[src/hdl/ppp_pkg.sv]
// Shared types, constants and helper functions of the perspective point projector.
`default_nettype none

package ppp_pkg;

   localparam int TAG_SLOTS_DEFAULT = 16;

   localparam int COEF_W  = 32;
   localparam int POS_W   = 32;
   localparam int IDX_W   = 4;
   localparam int TAG_W   = 4;
   localparam int OUT_W   = 24;
   localparam int ACC_W   = 58;   // clip coordinate accumulators
   localparam int NUM_W   = 59;   // clip y plus or minus the height term
   localparam int MAG_W   = 58;   // magnitude of a numerator
   localparam int DIVN_W  = 79;   // numerator times viewport scale
   localparam int DIVD_W  = 57;   // positive clip w
   localparam int QUO_W   = 25;   // quotient, capped at 2^24
   localparam int RES_W   = 26;   // signed viewport offset
   localparam int SUM_W   = 27;   // centre plus offset before saturation
   localparam int MUL_W   = 33;
   localparam int PROD_W  = 66;

   localparam int CSR_IDX_W  = 3;
   localparam int CSR_DATA_W = 20;

   localparam logic [CSR_IDX_W-1:0] CSR_SCREEN_WIDTH  = 3'd0;
   localparam logic [CSR_IDX_W-1:0] CSR_SCREEN_HEIGHT = 3'd1;
   localparam logic [CSR_IDX_W-1:0] CSR_CENTER_MARGIN = 3'd2;
   localparam logic [CSR_IDX_W-1:0] CSR_NEAR_LIMIT    = 3'd3;
   localparam logic [CSR_IDX_W-1:0] CSR_HEIGHT_OFFSET = 3'd4;

   localparam logic [13:0] SCREEN_WIDTH_RESET  = 14'd1920;
   localparam logic [13:0] SCREEN_HEIGHT_RESET = 14'd1080;
   localparam logic [9:0]  CENTER_MARGIN_RESET = 10'd20;
   localparam logic [15:0] NEAR_LIMIT_RESET    = 16'd655;
   localparam logic [19:0] HEIGHT_OFFSET_RESET = 20'd25600;

   localparam logic [1:0] STATUS_VISIBLE = 2'd0;
   localparam logic [1:0] STATUS_BEHIND  = 2'd1;
   localparam logic [1:0] STATUS_CENTRED = 2'd2;

   localparam logic [QUO_W-1:0] QUO_CAP = 25'h1000000;

   typedef enum logic {
      OP_LOAD,
      OP_POINT
   } op_type;

   typedef struct packed {
      op_type                    op;
      logic [IDX_W-1:0]          coef_index;
      logic signed [COEF_W-1:0]  coef_value;
      logic signed [POS_W-1:0]   pos_x;
      logic signed [POS_W-1:0]   pos_y;
      logic signed [POS_W-1:0]   pos_z;
      logic [TAG_W-1:0]          tag;
   } cmd_type;

   typedef enum logic [3:0] {
      BK_IDLE,
      BK_MUL,
      BK_ACC,
      BK_CHECK,
      BK_KLO,
      BK_KHI,
      BK_DGO,
      BK_DWAIT,
      BK_CENTRE,
      BK_OUT
   } back_state_type;

   // Reduce a tag by repeated subtraction; only ever evaluated on constants.
   function automatic int tag_reduce(input int t, input int slots);
      int r;
      r = t;
      for (int i = 0; i < 16; i++) begin
         if (r >= slots) begin
            r = r - slots;
         end
      end
      return r;
   endfunction

   function automatic logic signed [OUT_W-1:0] sat24(input logic signed [SUM_W-1:0] v);
      logic signed [OUT_W-1:0] r;
      if (v > $signed(27'sd8388607)) begin
         r = 24'sh7FFFFF;
      end else if (v < $signed(-27'sd8388608)) begin
         r = 24'sh800000;
      end else begin
         r = v[OUT_W-1:0];
      end
      return r;
   endfunction

endpackage

`default_nettype wire

[src/hdl/ppp_front.sv]
// Input stage: takes request beats, classifies them and reduces the tag.
`default_nettype none

module ppp_front
   import ppp_pkg::*;
#(
   parameter int TAG_SLOTS = TAG_SLOTS_DEFAULT
) (
   input  wire logic                     clock,
   input  wire logic                     reset,
   input  wire logic                     req_valid,
   output logic                          req_stall,
   input  wire logic                     req_type,
   input  wire logic [IDX_W-1:0]         req_coef_index,
   input  wire logic signed [COEF_W-1:0] req_coef_value,
   input  wire logic signed [POS_W-1:0]  req_pos_x,
   input  wire logic signed [POS_W-1:0]  req_pos_y,
   input  wire logic signed [POS_W-1:0]  req_pos_z,
   input  wire logic [TAG_W-1:0]         req_point_tag,
   output logic                          cmd_valid,
   output cmd_type                       cmd,
   input  wire logic                     cmd_ready
);

   logic [TAG_W-1:0] tag_lut [16];
   logic             valid_ff, valid_in;
   cmd_type          cmd_ff;
   logic             accept;

   for (genvar g = 0; g < 16; g++) begin : g_tag
      assign tag_lut[g] = TAG_W'(tag_reduce(g, TAG_SLOTS));
   end

   assign req_stall = valid_ff && !cmd_ready;
   assign accept    = req_valid && !req_stall;
   assign valid_in  = accept || (valid_ff && !cmd_ready);

   always_ff @(posedge clock) begin
      if (reset) begin
         valid_ff <= 1'b0;
      end else begin
         valid_ff <= valid_in;
      end
   end

   always_ff @(posedge clock) begin
      if (accept) begin
         cmd_ff.op         <= req_type ? OP_POINT : OP_LOAD;
         cmd_ff.coef_index <= req_coef_index;
         cmd_ff.coef_value <= req_coef_value;
         cmd_ff.pos_x      <= req_pos_x;
         cmd_ff.pos_y      <= req_pos_y;
         cmd_ff.pos_z      <= req_pos_z;
         cmd_ff.tag        <= tag_lut[req_point_tag];
      end
   end

   assign cmd_valid = valid_ff;
   assign cmd       = cmd_ff;

endmodule

`default_nettype wire

[config.mk]
export PLATFORM = sky130hd
export DESIGN_NAME = ppp_front
export DESIGN_NICKNAME = d
export VERILOG_FILES = /design/src/hdl/ppp_pkg.sv /design/src/hdl/ppp_front.sv
export SDC_FILE = /design/constraint.sdc
export NUM_CORES = 1
export LEC_CHECK = 0
export ABC_AREA = 0
export BUFFER_PORTS_ARGS = -buffer_cell sky130_fd_sc_hd__buf_2
export CORE_AREA = 2 2 107 109
export CTS_CLUSTER_DIAMETER = 200
export DETAILED_ROUTE_END_ITERATION = 8
export DIE_AREA = 0 0 109 111
export PLACE_DENSITY_LB_ADDON = 0.15
export SLEW_MARGIN = 30
export SYNTH_ARGS = -nofsm -noshare
export SYNTH_HDL_FRONTEND = slang
export SYNTH_SLANG_ARGS = --single-unit
[constraint.sdc]
create_clock -name clock -period 13.2 [get_ports clock]
set_input_delay 3.96 -clock clock [delete_from_list [all_inputs] [get_ports clock]]
set_output_delay 3.96 -clock clock [all_outputs]
set_load 0.02 [all_outputs]
==> impl_results.md <==
* # fillers at 914
* Post-route insts no fill at 599
* RSZ-0062 raised after global routing: no
* Die X at 109 um
* DP HPWL at 7189 um
* Mean Syn Cell Area at 29.53 sq um
* Final setup fails at 0
* Commonest cells after routing, fill and taps aside: buf_2, edfxtp_1, clkbuf_16
* Pin count of the biggest net entering global routing at 64
* Post-Syn Area at 0.004164 sq mm
* Syn nets at 282
* Hold path start: cmd_valid
* Core area at 0.01108 sq mm
* Critical path type: input port to output pin
* Routed vias/inst at 4.237
* Initial Utilization at 37.59%
* Worst EP required at 9240 ps
* FP Rows at 39
* Post-DRT Antenna Nets at 0
* Setup crit start: cmd_ready
* Placer Congestion at 0.7308
* Gr usage total at 16.11%
* Postcts setup bufs at 0
* Warnings, synthesis at 0
* Sequential fraction of the synthesis area at 99.28%
* Run status: completed
* First-pass GRT wire length at 13690 um
* Post-synthesis register bit count at 138
* Final layout net count at 583
* Post-Syn Instances at 141
* CTS Hold Bufs at 0
* Minimum clock period at 8362 ps
* Startpoint Class: input port
* H-tree levels at 4
* Final setup TNS at 0 ps
* Total Power at 1.089 mW
* Arr. time, crit path at 4400 ps
* Fin Clk Skew at 8.316 ps
* Pleak at 2.775 nW
* Die Area at 0.01210 sq mm
* Most common cell after layout, fill and taps aside: buf_2
* Worst hold path class: flip-flop to flip-flop
* Tcrit/Tclk final at 63.35%
* DR DRC count at 0
* Fin. max-slew vios at 0
* Total wire length at 9684 um
* I/O pin total at 280
* Max-cap violations at 0
* Worst vdd ir at 0.08104 mV
* Layout cells sized above 1 at 68.57%
* Pwr/cell area at 170.1 mW/mm^2
* Height of the die at 111 um
* Final hold vios at 0
* Initial antenna violation count at 1
* Final Hold Slack at 634.9 ps
* CTS resizes at 0
* DR WL/cell at 16.17 um
* CP endpoint kind: output pin
* Root buffer cell: clkbuf_16
* Max clock buf depth at 2
* GRT overflow at 0
* Relative slew slack at 47.60%
* Vias in the first global route at 2563
* # clock sinks at 138
* Syn-to-layout area delta at 53.70%
* Drt pass-1 iters at 4
* Transition time at the pin with the least slew margin at 786.0 ps
* Critical R2R Launch: cmd_valid
* Synth unique cells at 5
* DR vias at 2538
* CTS buffer count at 17
* Placed insts at 565
* Port bufs at 279
* CTS tree: done
* DR iter-0 viols at 83
* Clk_lat worst skew at 410 ps
* Worst-path fanout max at 3
* Clk slew on worst S/H paths at 60 ps
* Achievable frequency at 119.6 MHz
-- flip-flops by register name (all words and copies together), names as in the netlist --
signal     flops
cmd          137
cmd_valid      1
-- Yosys cell counts --
cell | number | area, sq um
dfxtp_1 | 1 | 20.02
edfxtp_1 | 137 | 4114
nor2b_1 | 1 | 6.260
nor2b_4 | 1 | 13.76
o21ba_1 | 1 | 10.01
-- stage by stage --
step	utilization, %	cell area, sq um	setup slack [ps]
2_1_floorplan	-	4164	2465
3_3_place_gp	52.02	5762	4849
3_5_place_dp	52.02	5762	4835
4_1_cts	57.51	6370	4833
5_1_grt	57.75	6397	4827
6_report	57.78	6400	4838
-- path summary, 6_finish.rpt --
path                                  end  slack [ps]  depth (start not counted)
worst max-delay path            req_stall        4840                          3
worst min-delay path            cmd_valid         630                          2
worst max register to register   cmd[119]       10590                          5
worst min register to register  cmd_valid         630                          2
-- cell type report --
class / count / area, sq um / area share, %
multi-input cells: 3 / 37.54 / 0.5865
clock buffers: 25 / 495.5 / 7.742
clock inverters: 7 / 112.6 / 1.760
repair buffers: 282 / 1439 / 22.48
flip-flops and latches: 138 / 4134 / 64.59
well taps: 143 / 178.9 / 2.796
diodes: 1 / 2.502 / 0.03910
-- routing by layer --
metal | GRT usage (%) | up-vias | part of all wire, %
li1 | - | 1183 | -
met4 | 6.581 | 0 | 1.8
met1 | 16.01 | 1191 | 33
met5 | 0 | - | 0
met2 | 26.54 | 151 | 52
met3 | 10.11 | 13 | 13
-- cell families after synthesis --
| logic type | share of synthesized area, % |
|---|---|
| flip-flops | 99.28 |
| AND/OR/NAND/NOR | 0.4808 |
| AO/OA/AOI/OAI | 0.2404 |
-- power by group --
part | total (mW) | switching (mW) | internal (mW)
Sequential | 0.519 | 0.00538 | 0.513
Clock | 0.480 | 0.164 | 0.316
Combinational | 0.0898 | 0.0575 | 0.0323
Total | 1.09 | 0.227 | 0.862
-- worst max-delay path: stages --
cell and delay, ps:
buf_2 110, nor2b_4 150, buf_2 180
No activity file was read; power rests on OpenSTA's default activity.
