## src/hdl/ppp_pkg.sv

```systemverilog
// Shared types, constants and helper functions of the perspective point projector.
`default_nettype none

package ppp_pkg;

   localparam int TAG_SLOTS_DEFAULT = 16;

   localparam int COEF_W  = 32;
   localparam int POS_W   = 32;
   localparam int IDX_W   = 4;
   localparam int TAG_W   = 4;
   localparam int OUT_W   = 24;
   localparam int ACC_W   = 58;   // clip coordinate accumulators
   localparam int NUM_W   = 59;   // clip y plus or minus the height term
   localparam int MAG_W   = 58;   // magnitude of a numerator
   localparam int DIVN_W  = 79;   // numerator times viewport scale
   localparam int DIVD_W  = 57;   // positive clip w
   localparam int QUO_W   = 25;   // quotient, capped at 2^24
   localparam int RES_W   = 26;   // signed viewport offset
   localparam int SUM_W   = 27;   // centre plus offset before saturation
   localparam int MUL_W   = 33;
   localparam int PROD_W  = 66;

   localparam int CSR_IDX_W  = 3;
   localparam int CSR_DATA_W = 20;

   localparam logic [CSR_IDX_W-1:0] CSR_SCREEN_WIDTH  = 3'd0;
   localparam logic [CSR_IDX_W-1:0] CSR_SCREEN_HEIGHT = 3'd1;
   localparam logic [CSR_IDX_W-1:0] CSR_CENTER_MARGIN = 3'd2;
   localparam logic [CSR_IDX_W-1:0] CSR_NEAR_LIMIT    = 3'd3;
   localparam logic [CSR_IDX_W-1:0] CSR_HEIGHT_OFFSET = 3'd4;

   localparam logic [13:0] SCREEN_WIDTH_RESET  = 14'd1920;
   localparam logic [13:0] SCREEN_HEIGHT_RESET = 14'd1080;
   localparam logic [9:0]  CENTER_MARGIN_RESET = 10'd20;
   localparam logic [15:0] NEAR_LIMIT_RESET    = 16'd655;
   localparam logic [19:0] HEIGHT_OFFSET_RESET = 20'd25600;

   localparam logic [1:0] STATUS_VISIBLE = 2'd0;
   localparam logic [1:0] STATUS_BEHIND  = 2'd1;
   localparam logic [1:0] STATUS_CENTRED = 2'd2;

   localparam logic [QUO_W-1:0] QUO_CAP = 25'h1000000;

   typedef enum logic {
      OP_LOAD,
      OP_POINT
   } op_type;

   typedef struct packed {
      op_type                    op;
      logic [IDX_W-1:0]          coef_index;
      logic signed [COEF_W-1:0]  coef_value;
      logic signed [POS_W-1:0]   pos_x;
      logic signed [POS_W-1:0]   pos_y;
      logic signed [POS_W-1:0]   pos_z;
      logic [TAG_W-1:0]          tag;
   } cmd_type;

   typedef enum logic [3:0] {
      BK_IDLE,
      BK_MUL,
      BK_ACC,
      BK_CHECK,
      BK_KLO,
      BK_KHI,
      BK_DGO,
      BK_DWAIT,
      BK_CENTRE,
      BK_OUT
   } back_state_type;

   // Reduce a tag by repeated subtraction; only ever evaluated on constants.
   function automatic int tag_reduce(input int t, input int slots);
      int r;
      r = t;
      for (int i = 0; i < 16; i++) begin
         if (r >= slots) begin
            r = r - slots;
         end
      end
      return r;
   endfunction

   function automatic logic signed [OUT_W-1:0] sat24(input logic signed [SUM_W-1:0] v);
      logic signed [OUT_W-1:0] r;
      if (v > $signed(27'sd8388607)) begin
         r = 24'sh7FFFFF;
      end else if (v < $signed(-27'sd8388608)) begin
         r = 24'sh800000;
      end else begin
         r = v[OUT_W-1:0];
      end
      return r;
   endfunction

endpackage

`default_nettype wire

```

## src/hdl/ppp_queue.sv

```systemverilog
// Two-entry command queue between the front and back sections.
`default_nettype none

module ppp_queue
   import ppp_pkg::*;
(
   input  wire logic clock,
   input  wire logic reset,
   input  wire logic push_valid,
   input  cmd_type   push_cmd,
   output logic      push_ready,
   output logic      pop_valid,
   output cmd_type   pop_cmd,
   input  wire logic pop_ready
);

   cmd_type    mem_ff [2];
   logic       wr_ff, rd_ff;
   logic [1:0] count_ff;
   logic       push, pop;

   assign push_ready = (count_ff != 2'd2);
   assign pop_valid  = (count_ff != 2'd0);
   assign pop_cmd    = mem_ff[rd_ff];
   assign push       = push_valid && push_ready;
   assign pop        = pop_ready && pop_valid;

   always_ff @(posedge clock) begin
      if (reset) begin
         wr_ff    <= 1'b0;
         rd_ff    <= 1'b0;
         count_ff <= 2'd0;
      end else begin
         if (push) begin
            wr_ff <= !wr_ff;
         end
         if (pop) begin
            rd_ff <= !rd_ff;
         end
         count_ff <= count_ff + {1'b0, push} - {1'b0, pop};
      end
   end

   always_ff @(posedge clock) begin
      if (push) begin
         mem_ff[wr_ff] <= push_cmd;
      end
   end

endmodule

`default_nettype wire

```

## config.mk

```make
export PLATFORM = sky130hd
export DESIGN_NAME = ppp_queue
export DESIGN_NICKNAME = d
export VERILOG_FILES = /design/src/hdl/ppp_pkg.sv /design/src/hdl/ppp_queue.sv
export SDC_FILE = /design/constraint.sdc
export NUM_CORES = 1
export LEC_CHECK = 0
export BUFFER_PORTS_ARGS = -buffer_cell sky130_fd_sc_hd__buf_2
export CAP_MARGIN = 20
export CORE_ASPECT_RATIO = 1.4
export CORE_MARGIN = 3
export CORE_UTILIZATION = 52
export CTS_CLUSTER_SIZE = 25
export DETAILED_ROUTE_END_ITERATION = 12
export PLACE_DENSITY = 0.76
export SLEW_MARGIN = 20
export SYNTH_ARGS = -nofsm -noshare
export SYNTH_HDL_FRONTEND = slang
export SYNTH_SLANG_ARGS = --single-unit
```

## constraint.sdc

```tcl
create_clock -name clock -period 6.35 [get_ports clock]
set_input_delay 1.27 -clock clock [delete_from_list [all_inputs] [get_ports clock]]
set_output_delay 1.27 -clock clock [all_outputs]
set_load 0.01 [all_outputs]
```

==> results.toml <==
[sta]
whs_ns = 0.5083
fin_crit_sh = 0.5968
fin_crit_ns = 3.789
relSlewSlack = 0.4339
finClkSkew_ns = 0.009304
max_freq_ghz = 0.2639
rsz0062_at_grt = "no"
finalSetupViolations = 0
max_slew.worst_pin.slew_ns = 0.8492
hold_viol_final = 0
slew_viol_final = 0
fin_tns_setup_ns = 0

[floorplanning]
die_w_um = 124.0
core-area_mm2 = 0.01890
rows = 59
chipHeight_um = 171.2
pin_count = 280
start_util = 0.5365
dieArea_mm2 = 0.02123

[pwr]
pwr-share-seq = 0.500
vdd_ir_drop_max_v = 0.0002763
clockPowerShare = 0.315
pwr-share-comb = 0.185
p_sw_frac = 0.2530
p_switching_uw = 1168
p_int_uw = 3447
p_per_area_mw_per_mm2 = 366.2
power.leakage_uw = 0.004712

[synthesis]
ys.flop_type = "edfxtp_1"
synth_top_area_cell = "edfxtp_1"
yosysWarnings = 0
synth_area_mm2 = 0.01014
ys_top_cells_by_count = "274 x edfxtp_1, 73 x mux2_2, 64 x mux2_1, 13 x buf_4, 5 x dfxtp_1"
synth_area_leaders = "edfxtp_1 81%, mux2_2 8.1%, mux2_1 7.1%, dfxtp_1 0.99%, buf_4 0.96%"
synth_seq_cells = 279
synth.most_common_cell = "edfxtp_1"
synth_edf_count = 274
synth_nets = 597
post_synth.cell_area_avg_um2 = 22.28
yosysSeqAreaShare = 0.8214
async_flop_share = 0
synth_top_cell_area_share = 0.8116
yosysUniqueCellTypes = 24
synth_cells = 455

[placed_design]
placement.io_buffers = 279
post_dp_cell_area_mm2 = 0.01178
gp_congestion = 0.7342
dp_hpwl_mm = 13.04

[setup_path]
slowest_delay_ns = 0.71
start_kind = "flop"
path_max_fanout = 56
r2r_cells = 4
critPathKind = "reg2out"
crit_slowest_cell = "dfxtp_4"
arrival_ns = 2.52
end_kind = "output port"
r2r-start = "count_ff[0]"
crit_buf_inv = 2
r2r-end = "mem_ff[0][117]"
cp.required_ns = 5.08
r2r_slack_ns = 3.76
path_cells = "buf_4, mux2_2, buf_2"
path_delay_family = "buffers and inverters"

[clocking]
cts_buffer_depth = 3
clkTransAtPathRegs_ns = 0.06
cts_resized = 0
cts_tree = "done"
cts_made_buffers = 26
clock_latency_ns = 0.52
cts_hold_buf = 0
root_buffer = "clkbuf_16"
cts_setup_buffers = 0
cts.sinks = 279
h-tree-depth = 1

[min_path]
hold_path_depth = 2
holdCritStartpoint = "rd_ff"
min_path_type = "reg2reg"
min_to = "rd_ff"

[route]
postRouteWirelength_mm = 19.64
drc = 0
wl_per_cell_um = 19.27
num_vias = 5256
first_pass_iters = 4
vias_per_cell = 5.158
drt-initial-drc-count = 245
ant_nets = 0

[global_route]
grt_pass1_wl_mm = 29.01
grt_pass1_vias = 5630
top_usage_layer = "met2"
grt_use_met3 = 0.04046
use_met1 = 0.1993
grt_max_degree = 92
met2_usage = 0.3259
antenna_found_initial = 3
grt_overflow = 0
grtUsageTotal = 0.1787

[outcome]
outcome = "finished, final reports clean"

[cells_and_area]
n_fill_cell = 1324
multiInputGateArea_mm2 = 0.001704
seqCellArea_mm2 = 0.008332
fin_area_mm2 = 0.01260
nets = 894
syn2layout_area_growth_pct = 24.30
drive_above_1_share = 0.5220

[run]
max-cap-violations = 0
per-layer routing:
layer | vias to the layer above | routed length [um] | share of wire
li1 | 2401 | - | -
met1 | 2596 | 6797 | 0.35
met2 | 217 | 10740 | 0.55
met3 | 42 | 1447 | 0.074
met4 | 0 | 661 | 0.034
met5 | - | 0 | 0
layout by cell type (no fill, tap or decap), types with 2 or more instances in the layout:
cell / instances
buf_2: 279
buf_4: 5
clkbuf_1: 3
clkbuf_16: 27
clkinv_1: 5
clkinv_2: 8
clkinvlp_4: 2
dfxtp_1: 4
diode_2: 3
edfxtp_1: 274
mux2_1: 64
mux2_2: 73
nor2_1: 4
nor2b_1: 2
o21ai_0: 2
worst register-to-register path: stages (launching register included):
cell and delay [ns]:
dfxtp_1 0.42, nand2b_1 0.22, nand3b_1 0.19, inv_6 0.60, buf_4 0.76
final cells by class:
type / count / share of cell area
antenna: 3 / 0.0005957
tap: 244 / 0.02423
sequential: 279 / 0.6611
clock inverter: 18 / 0.009829
inverter: 1 / 0.0006950
timing repair buffer: 284 / 0.1138
multi-input combinational: 160 / 0.1352
clock buffer: 30 / 0.05451
kinds of logic (layout without fill, tap and decap cells):
kind of cell             Yosys count  in the layout  share of synthesized area
AND/OR/NAND/NOR                   15             15                   0.009009
buffers and inverters             16            333                    0.01098
AO/OA/AOI/OAI                      6              6                   0.004319
multiplexers                     137            137                     0.1522
other                              0              3                          0
flip-flops                       279            279                     0.8214
adder cells (fa/ha/maj)            1              1                   0.001234
XOR/XNOR                           1              1                  0.0008640
power groups by stage:
stage / clock (uW) / combinational (uW) / sequential, uW
final: 1450 / 855 / 2310
after global routing: 1560 / 929 / 2330
after CTS: 1490 / 873 / 2310
after detailed placement: 0 / 865 / 2350
after global placement: 0 / 853 / 2340
after floorplan: 0 / 560 / 2320
sequential cells by signal, indices dropped and copies added (netlist names), named ones only:
| name | flops |
|---|---|
| mem_ff | 274 |
| count_ff | 2 |
| rd_ff | 1 |
| wr_ff | 1 |
stage by stage:
step	instances	setup slack, ns	utilization	total power, uW
6_report	1019	2.561	0.6668	4615
5_1_grt	1019	2.386	0.6668	4815
4_1_cts	1016	2.489	0.6664	4673
3_5_place_dp	968	2.983	0.6235	3213
3_3_place_gp	968	3.042	0.6235	3189
2_1_floorplan	455	1.367	-	2884
how the worst max path moves through the flow:
stage          slack [ns]  cells past startpoint              to        from
6_report             2.56                      3     pop_cmd[35]        flop
5_1_grt              2.39                      3     pop_cmd[20]        flop
4_1_cts              2.49                      3    pop_cmd[105]        flop
3_5_place_dp         2.98                      4  mem_ff[0][116]  push_valid
3_3_place_gp         3.04                      4  mem_ff[0][135]  push_valid
2_1_floorplan        1.37                      1    mem_ff[1][0]  push_valid
(Power assumes the default switching activity.)
